===== config.mk =====
export PLATFORM = sky130hd
export DESIGN_NAME = rtos_priority_task_scheduler
export DESIGN_NICKNAME = d
export VERILOG_FILES = /design/src/hw/rtl/rpts_pkg.sv /design/src/hw/rtl/rpts_ctrl.sv /design/src/hw/rtl/rpts_datapath.sv /design/src/hw/rtl/rtos_priority_task_scheduler.sv
export SDC_FILE = /design/constraint.sdc
export NUM_CORES = 1
export LEC_CHECK = 0
export BUFFER_PORTS_ARGS = -buffer_cell sky130_fd_sc_hd__buf_2
export CORE_UTILIZATION = 50
export DETAILED_ROUTE_END_ITERATION = 8
export GPL_ROUTABILITY_DRIVEN = 0
export PLACE_DENSITY = 0.77
export SLEW_MARGIN = 20
export SYNTH_ARGS = -nofsm -noshare
export SYNTH_HDL_FRONTEND = slang
export SYNTH_SLANG_ARGS = --single-unit
export TNS_END_PERCENT = 50

===== constraint.sdc =====
create_clock -name clk -period 5 [get_ports clk]
set_input_delay 1 -clock clk [delete_from_list [all_inputs] [get_ports clk]]
set_output_delay 1 -clock clk [all_outputs]
set_load 0.01 [all_outputs]

===== src/hw/rtl/rpts_pkg.sv =====
// shared types and constants for the priority task scheduler
// no dependencies; used by rpts_ctrl, rpts_datapath and the top level
`timescale 1ns / 1ps

package rpts_pkg;

    localparam logic [2:0] FUNC_CREATE = 3'd0;
    localparam logic [2:0] FUNC_SLEEP  = 3'd1;
    localparam logic [2:0] FUNC_TICK   = 3'd2;
    localparam logic [2:0] FUNC_WAKE   = 3'd3;
    localparam logic [2:0] FUNC_DELETE = 3'd4;
    localparam logic [2:0] FUNC_SWITCH = 3'd5;

    localparam int IN_DATA_W  = 48;
    localparam int OUT_DATA_W = 8;

    typedef enum logic [3:0] {
        S_IDLE,
        S_DISPATCH,
        S_SLEEP_WR,
        S_WAKE_WR,
        S_TICK_PRIO,
        S_TICK_SCAN,
        S_SEL_START,
        S_SEL_SCAN,
        S_SEL_FIN,
        S_DONE
    } state_t;

    typedef enum logic [3:0] {
        DP_NONE,
        DP_ERR,
        DP_EW,
        DP_CREATE,
        DP_READ_RUN,
        DP_READ_SLOT,
        DP_SLEEP_WR,
        DP_WAKE_WR,
        DP_DELETE,
        DP_SCAN_START,
        DP_TICK_STEP,
        DP_SEL_STEP,
        DP_SEL_FIN
    } dp_op_t;

    typedef struct packed {
        logic   capture;
        logic   load_out;
        dp_op_t op;
    } dp_cmd_t;

    typedef struct packed {
        logic [2:0] func;
        logic       bad;
        logic       sleep_zero;
        logic       del_running;
        logic       scan_last;
        logic       out_stall;
    } dp_status_t;

endpackage


===== src/hw/rtl/rpts_ctrl.sv =====
// command sequencer for the priority task scheduler
// depends on rpts_pkg; drives rpts_datapath through dp_cmd_t
`timescale 1ns / 1ps

module rpts_ctrl
(
    input  logic                clk,
    input  logic                rst_n,
    input  logic                s_tvalid,
    input  rpts_pkg::dp_status_t status,
    output logic                s_tready,
    output rpts_pkg::dp_cmd_t   cmd
);

    rpts_pkg::state_t state_reg;
    rpts_pkg::state_t state_next;

    always_ff @(posedge clk or negedge rst_n)
    begin
        if (!rst_n)
        begin
            state_reg <= rpts_pkg::S_IDLE;
        end
        else
        begin
            state_reg <= state_next;
        end
    end

    always_comb
    begin
        state_next = state_reg;
        case (state_reg)
            rpts_pkg::S_IDLE:
            begin
                if (s_tvalid)
                begin
                    state_next = rpts_pkg::S_DISPATCH;
                end
            end
            rpts_pkg::S_DISPATCH:
            begin
                case (status.func)
                    rpts_pkg::FUNC_SLEEP:
                    begin
                        if (status.bad || status.sleep_zero)
                        begin
                            state_next = rpts_pkg::S_DONE;
                        end
                        else
                        begin
                            state_next = rpts_pkg::S_SLEEP_WR;
                        end
                    end
                    rpts_pkg::FUNC_TICK:
                    begin
                        state_next = rpts_pkg::S_TICK_PRIO;
                    end
                    rpts_pkg::FUNC_WAKE:
                    begin
                        state_next = status.bad ? rpts_pkg::S_DONE : rpts_pkg::S_WAKE_WR;
                    end
                    rpts_pkg::FUNC_DELETE:
                    begin
                        if (!status.bad && status.del_running)
                        begin
                            state_next = rpts_pkg::S_SEL_START;
                        end
                        else
                        begin
                            state_next = rpts_pkg::S_DONE;
                        end
                    end
                    rpts_pkg::FUNC_SWITCH:
                    begin
                        state_next = rpts_pkg::S_SEL_START;
                    end
                    default:
                    begin
                        state_next = rpts_pkg::S_DONE;
                    end
                endcase
            end
            rpts_pkg::S_SLEEP_WR:
            begin
                state_next = rpts_pkg::S_DONE;
            end
            rpts_pkg::S_WAKE_WR:
            begin
                state_next = rpts_pkg::S_DONE;
            end
            rpts_pkg::S_TICK_PRIO:
            begin
                state_next = rpts_pkg::S_TICK_SCAN;
            end
            rpts_pkg::S_TICK_SCAN:
            begin
                if (status.scan_last)
                begin
                    state_next = rpts_pkg::S_DONE;
                end
            end
            rpts_pkg::S_SEL_START:
            begin
                state_next = rpts_pkg::S_SEL_SCAN;
            end
            rpts_pkg::S_SEL_SCAN:
            begin
                if (status.scan_last)
                begin
                    state_next = rpts_pkg::S_SEL_FIN;
                end
            end
            rpts_pkg::S_SEL_FIN:
            begin
                state_next = rpts_pkg::S_DONE;
            end
            rpts_pkg::S_DONE:
            begin
                if (!status.out_stall)
                begin
                    state_next = rpts_pkg::S_IDLE;
                end
            end
            default:
            begin
                state_next = rpts_pkg::S_IDLE;
            end
        endcase
    end

    always_comb
    begin
        s_tready     = 1'b0;
        cmd.capture  = 1'b0;
        cmd.load_out = 1'b0;
        cmd.op       = rpts_pkg::DP_NONE;
        case (state_reg)
            rpts_pkg::S_IDLE:
            begin
                s_tready    = 1'b1;
                cmd.capture = s_tvalid;
            end
            rpts_pkg::S_DISPATCH:
            begin
                case (status.func)
                    rpts_pkg::FUNC_CREATE:
                    begin
                        cmd.op = status.bad ? rpts_pkg::DP_ERR : rpts_pkg::DP_CREATE;
                    end
                    rpts_pkg::FUNC_SLEEP:
                    begin
                        if (status.bad)
                        begin
                            cmd.op = rpts_pkg::DP_ERR;
                        end
                        else if (status.sleep_zero)
                        begin
                            cmd.op = rpts_pkg::DP_EW;
                        end
                        else
                        begin
                            cmd.op = rpts_pkg::DP_READ_RUN;
                        end
                    end
                    rpts_pkg::FUNC_TICK:
                    begin
                        cmd.op = rpts_pkg::DP_READ_RUN;
                    end
                    rpts_pkg::FUNC_WAKE:
                    begin
                        cmd.op = status.bad ? rpts_pkg::DP_ERR : rpts_pkg::DP_READ_SLOT;
                    end
                    rpts_pkg::FUNC_DELETE:
                    begin
                        cmd.op = status.bad ? rpts_pkg::DP_ERR : rpts_pkg::DP_DELETE;
                    end
                    default:
                    begin
                        cmd.op = rpts_pkg::DP_NONE;
                    end
                endcase
            end
            rpts_pkg::S_SLEEP_WR:
            begin
                cmd.op = rpts_pkg::DP_SLEEP_WR;
            end
            rpts_pkg::S_WAKE_WR:
            begin
                cmd.op = rpts_pkg::DP_WAKE_WR;
            end
            rpts_pkg::S_TICK_PRIO:
            begin
                cmd.op = rpts_pkg::DP_SCAN_START;
            end
            rpts_pkg::S_TICK_SCAN:
            begin
                cmd.op = rpts_pkg::DP_TICK_STEP;
            end
            rpts_pkg::S_SEL_START:
            begin
                cmd.op = rpts_pkg::DP_SCAN_START;
            end
            rpts_pkg::S_SEL_SCAN:
            begin
                cmd.op = rpts_pkg::DP_SEL_STEP;
            end
            rpts_pkg::S_SEL_FIN:
            begin
                cmd.op = rpts_pkg::DP_SEL_FIN;
            end
            rpts_pkg::S_DONE:
            begin
                cmd.load_out = !status.out_stall;
            end
            default:
            begin
                cmd.op = rpts_pkg::DP_NONE;
            end
        endcase
    end

endmodule


===== src/hw/rtl/rpts_datapath.sv =====
// slot table, running slot, scan registers and result register of the scheduler
// depends on rpts_pkg; sequenced by rpts_ctrl
`timescale 1ns / 1ps

module rpts_datapath
#(
    parameter int MAX_TASKS     = 16,
    parameter int PRIORITY_BITS = 8,
    parameter int TICK_BITS     = 32
)
(
    input  logic                             clk,
    input  logic                             rst_n,
    input  logic [rpts_pkg::IN_DATA_W-1:0]   s_tdata,
    input  logic                             m_tready,
    input  rpts_pkg::dp_cmd_t                cmd,
    output logic                             m_tvalid,
    output logic [rpts_pkg::OUT_DATA_W-1:0]  m_tdata,
    output rpts_pkg::dp_status_t             status
);

    localparam int SLOT_W = $clog2(MAX_TASKS);
    localparam logic [SLOT_W-1:0] LAST_IDX = SLOT_W'(MAX_TASKS - 1);

    typedef struct packed {
        logic [PRIORITY_BITS-1:0] prio;
        logic                     blocked;
        logic [TICK_BITS-1:0]     ticks;
        logic                     ew;
    } entry_t;

    entry_t mem [MAX_TASKS];
    entry_t rdata_reg;

    logic                  mem_we;
    logic [SLOT_W-1:0]     mem_waddr;
    entry_t                mem_wdata;
    logic [SLOT_W-1:0]     mem_raddr;

    logic [2:0]               func_reg,     func_next;
    logic [3:0]               slot_reg,     slot_next;
    logic [PRIORITY_BITS-1:0] prio_reg,     prio_next;
    logic [TICK_BITS-1:0]     ticks_reg,    ticks_next;
    logic [MAX_TASKS-1:0]     valid_reg,    valid_next;
    logic [SLOT_W-1:0]        run_reg,      run_next;
    logic [SLOT_W-1:0]        idx_reg,      idx_next;
    logic [PRIORITY_BITS-1:0] cur_prio_reg, cur_prio_next;
    logic                     found_reg,    found_next;
    logic [SLOT_W-1:0]        best_idx_reg, best_idx_next;
    entry_t                   best_ent_reg, best_ent_next;
    logic                     sw_reg,       sw_next;
    logic                     hi_reg,       hi_next;
    logic                     ew_reg,       ew_next;
    logic                     err_reg,      err_next;
    logic                     out_valid_reg, out_valid_next;
    logic [rpts_pkg::OUT_DATA_W-1:0] out_data_reg, out_data_next;
    logic                     boot_reg;

    logic              in_range;
    logic [SLOT_W-1:0] slot_idx;
    logic [SLOT_W-1:0] scan_next_idx;
    logic              ent_valid;
    logic              ent_ready;
    logic              scan_last;

    assign slot_idx      = SLOT_W'(slot_reg);
    assign in_range      = {28'd0, slot_reg} < 32'(MAX_TASKS);
    assign scan_last     = idx_reg == LAST_IDX;
    assign scan_next_idx = scan_last ? '0 : idx_reg + SLOT_W'(1);
    assign ent_valid     = valid_reg[idx_reg];
    assign ent_ready     = ent_valid && !rdata_reg.blocked && (rdata_reg.ticks == '0);

    always_comb
    begin
        status.func        = func_reg;
        status.sleep_zero  = ticks_reg == '0;
        status.del_running = slot_idx == run_reg;
        status.scan_last   = scan_last;
        status.out_stall   = out_valid_reg && !m_tready;
        case (func_reg)
            rpts_pkg::FUNC_CREATE: status.bad = !in_range || valid_reg[slot_idx];
            rpts_pkg::FUNC_SLEEP:  status.bad = !valid_reg[run_reg];
            rpts_pkg::FUNC_WAKE:   status.bad = !in_range || !valid_reg[slot_idx];
            rpts_pkg::FUNC_DELETE: status.bad = !in_range || !valid_reg[slot_idx];
            default:               status.bad = 1'b0;
        endcase
    end

    always_comb
    begin
        func_next      = func_reg;
        slot_next      = slot_reg;
        prio_next      = prio_reg;
        ticks_next     = ticks_reg;
        valid_next     = valid_reg;
        run_next       = run_reg;
        idx_next       = idx_reg;
        cur_prio_next  = cur_prio_reg;
        found_next     = found_reg;
        best_idx_next  = best_idx_reg;
        best_ent_next  = best_ent_reg;
        sw_next        = sw_reg;
        hi_next        = hi_reg;
        ew_next        = ew_reg;
        err_next       = err_reg;
        mem_we         = 1'b0;
        mem_waddr      = idx_reg;
        mem_wdata      = rdata_reg;
        mem_raddr      = idx_reg;

        if (cmd.capture)
        begin
            func_next  = s_tdata[2:0];
            slot_next  = s_tdata[6:3];
            prio_next  = PRIORITY_BITS'(s_tdata[14:7]);
            ticks_next = TICK_BITS'(s_tdata[46:15]);
            sw_next    = 1'b0;
            hi_next    = 1'b0;
            ew_next    = 1'b0;
            err_next   = 1'b0;
        end

        case (cmd.op)
            rpts_pkg::DP_ERR:
            begin
                err_next = 1'b1;
            end
            rpts_pkg::DP_EW:
            begin
                ew_next = 1'b1;
            end
            rpts_pkg::DP_CREATE:
            begin
                mem_we               = 1'b1;
                mem_waddr            = slot_idx;
                mem_wdata.prio       = prio_reg;
                mem_wdata.blocked    = 1'b0;
                mem_wdata.ticks      = '0;
                mem_wdata.ew         = 1'b0;
                valid_next[slot_idx] = 1'b1;
            end
            rpts_pkg::DP_READ_RUN:
            begin
                mem_raddr = run_reg;
            end
            rpts_pkg::DP_READ_SLOT:
            begin
                mem_raddr = slot_idx;
            end
            rpts_pkg::DP_SLEEP_WR:
            begin
                mem_we            = 1'b1;
                mem_waddr         = run_reg;
                mem_wdata.blocked = 1'b1;
                mem_wdata.ticks   = ticks_reg;
                mem_wdata.ew      = 1'b0;
            end
            rpts_pkg::DP_WAKE_WR:
            begin
                mem_we          = 1'b1;
                mem_waddr       = slot_idx;
                mem_wdata.ticks = '0;
                mem_wdata.ew    = 1'b1;
            end
            rpts_pkg::DP_DELETE:
            begin
                valid_next[slot_idx] = 1'b0;
            end
            rpts_pkg::DP_SCAN_START:
            begin
                // running task's priority on a tick, zero when its slot is empty
                cur_prio_next = valid_reg[run_reg] ? rdata_reg.prio : '0;
                idx_next      = '0;
                found_next    = 1'b0;
                mem_raddr     = '0;
            end
            rpts_pkg::DP_TICK_STEP:
            begin
                idx_next  = scan_next_idx;
                mem_raddr = scan_next_idx;
                if (ent_valid && rdata_reg.blocked)
                begin
                    mem_we    = 1'b1;
                    mem_waddr = idx_reg;
                    if (rdata_reg.ticks != '0)
                    begin
                        mem_wdata.ticks = rdata_reg.ticks - TICK_BITS'(1);
                    end
                    else
                    begin
                        mem_wdata.blocked = 1'b0;
                        if (rdata_reg.prio >= cur_prio_reg)
                        begin
                            hi_next = 1'b1;
                        end
                    end
                end
            end
            rpts_pkg::DP_SEL_STEP:
            begin
                idx_next  = scan_next_idx;
                mem_raddr = scan_next_idx;
                if (ent_ready && (!found_reg || (rdata_reg.prio > best_ent_reg.prio)))
                begin
                    found_next    = 1'b1;
                    best_idx_next = idx_reg;
                    best_ent_next = rdata_reg;
                end
            end
            rpts_pkg::DP_SEL_FIN:
            begin
                if (found_reg)
                begin
                    mem_we       = 1'b1;
                    mem_waddr    = best_idx_reg;
                    mem_wdata    = best_ent_reg;
                    mem_wdata.ew = 1'b0;
                    ew_next      = best_ent_reg.ew;
                    sw_next      = best_idx_reg != run_reg;
                    run_next     = best_idx_reg;
                end
            end
            default:
            begin
                mem_we = 1'b0;
            end
        endcase

        // idle task record takes its reset value in the first cycle after reset
        if (boot_reg)
        begin
            mem_we    = 1'b1;
            mem_waddr = '0;
            mem_wdata = '0;
        end
    end

    always_comb
    begin
        out_valid_next = out_valid_reg && !m_tready;
        out_data_next  = out_data_reg;
        if (cmd.load_out)
        begin
            out_valid_next = 1'b1;
            out_data_next  = {err_reg, ew_reg, hi_reg, sw_reg, 4'(run_reg)};
        end
    end

    always_ff @(posedge clk)
    begin
        if (mem_we)
        begin
            mem[mem_waddr] <= mem_wdata;
        end
        rdata_reg <= mem[mem_raddr];
    end

    always_ff @(posedge clk or negedge rst_n)
    begin
        if (!rst_n)
        begin
            valid_reg     <= MAX_TASKS'(1);
            run_reg       <= '0;
            out_valid_reg <= 1'b0;
            boot_reg      <= 1'b1;
        end
        else
        begin
            valid_reg     <= valid_next;
            run_reg       <= run_next;
            out_valid_reg <= out_valid_next;
            boot_reg      <= 1'b0;
        end
    end

    always_ff @(posedge clk)
    begin
        func_reg     <= func_next;
        slot_reg     <= slot_next;
        prio_reg     <= prio_next;
        ticks_reg    <= ticks_next;
        idx_reg      <= idx_next;
        cur_prio_reg <= cur_prio_next;
        found_reg    <= found_next;
        best_idx_reg <= best_idx_next;
        best_ent_reg <= best_ent_next;
        sw_reg       <= sw_next;
        hi_reg       <= hi_next;
        ew_reg       <= ew_next;
        err_reg      <= err_next;
        out_data_reg <= out_data_next;
    end

    assign m_tvalid = out_valid_reg;
    assign m_tdata  = out_data_reg;

endmodule


===== src/hw/rtl/rtos_priority_task_scheduler.sv =====
// top level of the fixed-priority task scheduler with tick sleep
// depends on rpts_pkg, rpts_ctrl and rpts_datapath
//
// commands arrive on the s_ channel, one result per command leaves on the m_ channel.
// s_tdata: func, task_slot, task_priority, sleep_ticks from bit 0 up.
// m_tdata: current_slot, switched, higher_awoken, early_wake, error from bit 0 up.
// one command is handled at a time; s_tready is high only while the sequencer idles.
// slot records live in a single-port-read table, so tick and switch visit one slot
// per cycle. tick, switch and delete of the running task scan every slot; sleep of
// nonzero ticks and wake add a record write; create, delete, sleep of zero ticks,
// errors and unknown commands go from dispatch straight to the result.
// the next command can transfer at the edge the result first can.
// the result sits in an output register; while the receiver stalls the next command
// is still taken and worked, and the sequencer then waits until the register drains.
// after reset only slot 0 (idle task, priority 0) is valid and running; its record
// is written in the first cycle after reset, the others need no sweep since
// per-slot valid bits clear at once.
`timescale 1ns / 1ps

module rtos_priority_task_scheduler
#(
    parameter int MAX_TASKS     = 16,
    parameter int PRIORITY_BITS = 8,
    parameter int TICK_BITS     = 32
)
(
    input  logic                            clk,
    input  logic                            rst_n,
    input  logic                            s_tvalid,
    output logic                            s_tready,
    // func[2:0], task_slot[6:3], task_priority[14:7], sleep_ticks[46:15], zero pad
    input  logic [rpts_pkg::IN_DATA_W-1:0]  s_tdata,
    output logic                            m_tvalid,
    input  logic                            m_tready,
    // current_slot[3:0], switched[4], higher_awoken[5], early_wake[6], error[7]
    output logic [rpts_pkg::OUT_DATA_W-1:0] m_tdata
);

    rpts_pkg::dp_cmd_t    cmd;
    rpts_pkg::dp_status_t status;

    rpts_ctrl u_ctrl
    (
        .clk      (clk),
        .rst_n    (rst_n),
        .s_tvalid (s_tvalid),
        .status   (status),
        .s_tready (s_tready),
        .cmd      (cmd)
    );

    rpts_datapath
    #(
        .MAX_TASKS     (MAX_TASKS),
        .PRIORITY_BITS (PRIORITY_BITS),
        .TICK_BITS     (TICK_BITS)
    )
    u_datapath
    (
        .clk      (clk),
        .rst_n    (rst_n),
        .s_tdata  (s_tdata),
        .m_tready (m_tready),
        .cmd      (cmd),
        .m_tvalid (m_tvalid),
        .m_tdata  (m_tdata),
        .status   (status)
    );

endmodule

==> summary.txt, run 1 <==
CTS
  – CTS root buffer: clkbuf_16
  – PostCTS Resize Cnt: 0
  – Clk slew on worst S/H paths: about 0.060 ns
  – Total CTS buffers: 83
  – CTS tree: built
  – H-tree depth: 3
  – Worst-Skew Late Latency: 0.64 ns
  – TritonCTS Sinks: between 800 and 900
  – Setup repair bufs after CTS: 0
  – Bufs on Longest Clock Path: 3
  – Hold buffers post-CTS: 0

Yosys
  – Most common cell in the netlist: edfxtp_1
  – Sequential element share of the synthesized area: 70.6%
  – Synth top cells by count: edfxtp_1 (786), nand2_1 (220), mux2i_1 (186)
  – Async S/R FF share, synth: under 10%
  – Post-synth top flop: edfxtp_1
  – Post-synth cell types: 85
  – Ys Warns: 0
  – Synthesized net count: 2405
  – Largest area contributor in the netlist: edfxtp_1
  – Synth top area share: between 60% and 70%
  – Synth top area cells: edfxtp_1 (66%), mux2_2 (5.5%), mux2i_1 (5.2%)
  – Mapped cell area: around 0.036 sq mm
  – Post-synth EDFFs: between 700 and 800
  – Post-synthesis register bit count: 858
  – Cell count after synthesis: approximately 2300
  – Synthesized area per cell: approximately 15 sq um

Route
  – Antenna viol nets, final: 0
  – First DRT Iteration DRCs: around 2500
  – Vias: between 20000 and 25000
  – Drt pass-1 iters: 9
  – DRT Wirelength: about 82000 um
  – Vias/cell: approximately 6.2
  – Drt wl/cell: about 24 um
  – DRC: 0

Setup path
  – Crit-path cells: mux2i_1 -> mux4_2 -> mux2i_1 -> a31oi_1 -> a21oi_1 -> or3_1 -> buf_12 -> nor2_1 -> nor4b_2 -> nand2_1 -> a21oi_1
  – Top delay family on crit path: compound AO/OA/AOI/OAI gates
  – Critical path data arrival time: 4.89 ns
  – Crit path max-delay cell type: edfxtp_1
  – Critical Setup Path Class: reg2reg
  – CP Buf/Inv Count: 1
  – Largest stage delay, worst path: 0.85 ns
  – Worst Path Required: between 5 and 6 ns
  – Critical path endpoint category: register
  – CP Launch Type: register
  – Crit path max fanout: 39

Power and ir drop
  – Pwr Total: 23.7 mW
  – Combinational fraction of design power: a little under a third
  – Sw frac: between 30% and 40%
  – PwrDens: roughly 600 mW/mm^2
  – Proportion of power drawn by the clock network: about a quarter
  – Peak supply drop: 0.000498 V
  – Pint: about 16 mW
  – Seq pwr share: 41.7%
  – P_leak: about 14 nW
  – Sw Pwr: 7.89 mW

Layout
  – Area Overhead vs Synth: 13.3%
  – Final cell count without fillers: around 3400
  – Fill cells: about 5200
  – Max reg flops: 672
  – Fraction of layout cells with a size suffix above 1: between 20% and 30%
  – Final #Nets: approximately 2500

Timing
  – Final setup fails: 0
  – RSZ-0062 raised after global routing: no
  – Clock skew: 0.0388 ns
  – Fin. Hold Viols: 0
  – Fmax: 217 MHz
  – Worst-case hold slack: roughly 0.38 ns
  – Rel. slew slack: a little over a quarter
  – Final Critical Period: about 4.6 ns
  – Tcrit/Tclk final: a little over 90%
  – Worst-margin pin slew: 1.11 ns
  – Slew Viols, Final: 0

GRT
  – First-pass GRT wire length: 125000 um
  – Number of global-route vias before repair: around 21000
  – Pin count of the biggest net entering global routing: 87
  – Initial antenna violation count: 0
  – Tot GR Track Use: approximately 23%
  – Congestion Overflow GR: 0

Floorplan
  – Core region area: about 0.07 sq mm
  – Die area: between 0.07 and 0.08 sq mm
  – Starting density of the core: between 50% and 60%
  – Die Ht: between 200 and 300 um
  – Std cell rows: between 90 and 100
  – IO Pins: 62
  – Die X: approximately 270 um

Placed design
  – Final HPWL DP: between 40000 and 50000 um
  – DP Cell Count: around 3300
  – # port buffers: 60

Outcome
  – Outcome: finished, final reports clean

Worst hold path
  – Type of the worst min-delay path: in2async

Flow run
  – Max Cap Viol: 0
## layout by cell type, fill, tap and decap left out, types with 14 or more instances in the layout
cell type	n
o211ai_1	170
buf_4	47
and2_1	15
dfrtp_1	24
clkbuf_1	19
ha_1	19
nand4_1	49
dfxtp_1	46
nor3_1	25
a21oi_1	83
nand2_1	220
nand2b_1	14
nor2_1	61
buf_2	60
mux2i_1	186
nand3_1	18
inv_1	27
nor4_1	16
clkbuf_16	83
a31oi_1	14
o21ai_0	40
edfxtp_1	786
buf_12	32
clkinv_2	17
a222oi_1	23
mux2_2	174
## cells by family (layout without fill, tap and decap cells)
family	Yosys count	after routing	synth area share [%]
compound gates	408	408	8.09
mux	369	369	11.2
simple gates	501	501	6.91
other cells	1	2	0.0105
fa+ha+maj	19	19	0.666
buf+inv	169	321	2.29
xor+xnor	9	9	0.221
flops	858	858	70.6
## stage by stage
| stage | cell area, sq um | setup WS, ns | utilization, % | TNS, ns |
|---|---|---|---|---|
| finish | 40400 | 0.387 | 57.5 | 0 |
| floorplan | 35700 | -0.0440 | - | -1.85 |
| CTS | 40400 | 0.382 | 57.5 | 0 |
| detailed placement | 37600 | 0.386 | 53.5 | 0 |
| global placement | 37600 | 0.524 | 53.5 | 0 |
| global route | 40400 | 0.103 | 57.5 | 0 |
## power groups by stage
stage | logic, mW | clock network, mW | registers, mW
2_1_floorplan | 5.45 | 0 | 9.70
3_3_place_gp | 7.11 | 0 | 9.96
3_5_place_dp | 7.36 | 0 | 10.0
4_1_cts | 7.41 | 6.43 | 9.87
5_1_grt | 8.06 | 6.70 | 9.96
6_report | 7.47 | 6.34 | 9.89
## final timing paths
path / startpoint / cells past startpoint / to / slack [ns]
setup reg to reg: u_datapath.slot_idx[1] / 11 / u_datapath.mem[7][19] / 0.39
hold reg to reg: u_datapath.err_reg / 0 / u_datapath.m_tdata[7] / 0.44
setup / recovery: u_datapath.slot_idx[1] / 11 / u_datapath.mem[7][19] / 0.39
max in group asynchronous: rst_n / 1 / async pin / 4.21
hold / removal: rst_n / 1 / u_ctrl.state_reg[3] / 0.38
min in group clk: u_datapath.err_reg / 0 / u_datapath.m_tdata[7] / 0.44
## final cells by class
class	instances	area (sq um)	share of cell area, %
diodes	1	2.50	0.00619
repair buffers	140	1300	3.22
multi-input cells	1307	9880	24.5
clock buffers	112	2290	5.66
inverters	29	109	0.269
well taps	940	1180	2.91
clock inverters	40	480	1.19
flip-flops and latches	858	25200	62.3
## routing by layer
| layer | routed length (um) | part of all wire (%) | vias up | GRT usage, % |
|---|---|---|---|---|
| li1 | - | - | 9319 | - |
| met1 | 34800 | 42 | 10700 | 32.3 |
| met5 | 0 | 0 | - | 0 |
| met3 | 7170 | 8.7 | 194 | 4.09 |
| met2 | 38100 | 46 | 1099 | 35.0 |
| met4 | 2250 | 2.7 | 0 | 7.17 |
Note: power is estimated with default switching activity, not from simulation.
==> run 2: changes to the inputs <==
--- a/config.mk
+++ b/config.mk
@@ -7,10 +7,10 @@
 export LEC_CHECK = 0
 export BUFFER_PORTS_ARGS = -buffer_cell sky130_fd_sc_hd__buf_2
 export CORE_UTILIZATION = 50
+export CTS_BUF_LIST = sky130_fd_sc_hd__clkbuf_4
 export DETAILED_ROUTE_END_ITERATION = 8
 export GPL_ROUTABILITY_DRIVEN = 0
 export PLACE_DENSITY = 0.77
-export SLEW_MARGIN = 20
 export SYNTH_ARGS = -nofsm -noshare
 export SYNTH_HDL_FRONTEND = slang
 export SYNTH_SLANG_ARGS = --single-unit
==> summary.txt, run 2 (same netlist as run 1, synthesis figures left out) <==
GRT
  – Number of global-route vias before repair: 21700
  – Congestion Overflow GR: 0
  – Pin count of the biggest net entering global routing: just under 90
  – First-pass GRT wire length: ~130000 um
  – Initial antenna violation count: 2
  – Tot GR Track Use: a little under a quarter

Timing
  – Tcrit/Tclk final: 92.8%
  – Clock skew: between 0.07 and 0.08 ns
  – RSZ-0062 raised after global routing: no
  – Final setup fails: 0
  – Fmax: around 220 MHz
  – Final Critical Period: ~4.6 ns
  – Worst-margin pin slew: about 1.2 ns
  – Rel. slew slack: around 17%
  – Final Worst Setup Slack: between 0.3 and 0.4 ns
  – Fin. Hold Viols: 0
  – Slew Viols, Final: 0

Flow run
  – Max Cap Viol: 0

Placed design
  – DP Cell Count: 3273
  – Placed Area: 0.0376 sq mm
  – Worst slack, placed: just under 0.4 ns
  – Final HPWL DP: 46100 um
  – # port buffers: 60

CTS
  – PostCTS Resize Cnt: 0
  – Bufs on Longest Clock Path: 3
  – H-tree depth: 4
  – Total CTS buffers: approximately 200
  – CTS tree: built
  – Worst-Skew Late Latency: roughly 1.1 ns
  – Clk slew on worst S/H paths: roughly 0.070 ns
  – CTS root buffer: clkbuf_4
  – TritonCTS Sinks: roughly 860

Layout
  – Final instance area: 0.0403 sq mm
  – Layout Utilization: 57.4%
  – Area Overhead vs Synth: 13.0%
  – Max reg flops: 672
  – Commonest non-fill, non-tap cell in the layout: edfxtp_1
  – Fraction of layout cells with a size suffix above 1: 26.0%
  – Final #Nets: approximately 2600
  – Most frequent cells in the layout: edfxtp_1 (786), clkbuf_4 (311), nand2_1 (220), mux2i_1 (186), mux2_2 (174)
  – Final cell count without fillers: 3648

Outcome
  – Outcome: finished, final reports clean

Floorplan
  – IO Pins: 62
  – Starting density of the core: approximately 50%
  – Die Ht: between 200 and 300 um
  – Die area: around 0.072 sq mm
  – Die X: approximately 270 um
  – Core region area: approximately 0.070 sq mm
  – Std cell rows: 97

Route
  – Vias: 21900
  – Drt wl/cell: 22.8 um
  – Antenna viol nets, final: 0
  – Vias/cell: 5.99
  – DRT Wirelength: just over 80000 um
  – Drt pass-1 iters: 6
  – DRC: 0
  – First DRT Iteration DRCs: between 2000 and 2500

Worst hold path
  – Type of the worst min-delay path: in2reg
  – Worst Hold Launch: s_tdata[33]

Setup path
  – Critical path origin: u_datapath.slot_idx[1]
  – Critical path data arrival time: about 5.3 ns
  – Worst Path Required: around 5.7 ns
  – Crit path max fanout: 39
  – Worst r2r src: u_datapath.slot_idx[1]
  – Critical path endpoint category: register
  – Critical Setup Path Class: reg2reg
  – CP Launch Type: register

Power and ir drop
  – P_leak: between 10 and 15 nW
  – PwrDens: around 570 mW/mm^2
  – Peak supply drop: ~0.00042 V
-- run 2: worst paths after layout --
check / end / slack, ns / cells after the start
min in group asynchronous: u_datapath.m_tvalid / 0.50 / 2
setup / recovery: u_datapath.mem[9][32] / 0.36 / 11
setup reg to reg: u_datapath.mem[9][32] / 0.36 / 11
max in group asynchronous: async pin / 4.03 / 2
hold / removal: u_datapath.ticks_reg[18] / 0.13 / 1
hold reg to reg: u_datapath.m_tdata[7] / 0.42 / 0
-- run 2: area by class of cell --
type / instances / area (sq um)
clock buffers: 311 / 2330
fillers: 5337 / 29900
well taps: 940 / 1180
flip-flops and latches: 858 / 25200
repair buffers: 140 / 1300
multi-input cells: 1307 / 9860
clock inverters: 59 / 359
inverters: 29 / 109
diodes: 4 / 10.0
-- run 2: layer usage --
| layer | global-route usage (%) | vias to the layer above | wire length (um) |
|---|---|---|---|
| met3 | 4.94 | 174 | 7840 |
| met5 | 0 | - | 0 |
| met4 | 8.63 | 0 | 1880 |
| li1 | - | 9703 | - |
| met2 | 35.4 | 1158 | 38900 |
| met1 | 31.8 | 10800 | 34300 |
-- run 2: stage by stage --
step           setup TNS, ns  power (mW)  hold WS [ns]
2_1_floorplan          -1.85        15.2         0.408
3_3_place_gp               0        17.1         0.419
3_5_place_dp               0        17.4         0.418
4_1_cts                    0        23.1        0.0124
5_1_grt                    0        24.2        0.0337
6_report                   0        23.1         0.128
-- run 2: where the power goes --
part | internal, mW | total, mW | switching [mW]
clock network | 3.00 | 5.73 | 2.73
logic | 2.83 | 7.45 | 4.62
registers | 9.27 | 9.89 | 0.618
-- run 2: timing repair --
action	CTS	global route
setup buffers	0	0
hold endpoints to repair	24	0
setup endpoints to repair	0	0
hold buffers	1	0
-- run 2: critical path, stage by stage (launching register included) --
cell and delay [ns]:
edfxtp_1 0.86, mux2i_1 0.17, mux4_2 0.53, mux2i_1 0.21, a31oi_1 0.13, a21oi_1 0.37, or3_1 0.21, buf_12 0.24
a21o_1 0.38, buf_4 0.23, a222oi_1 0.09, a21oi_1 0.87
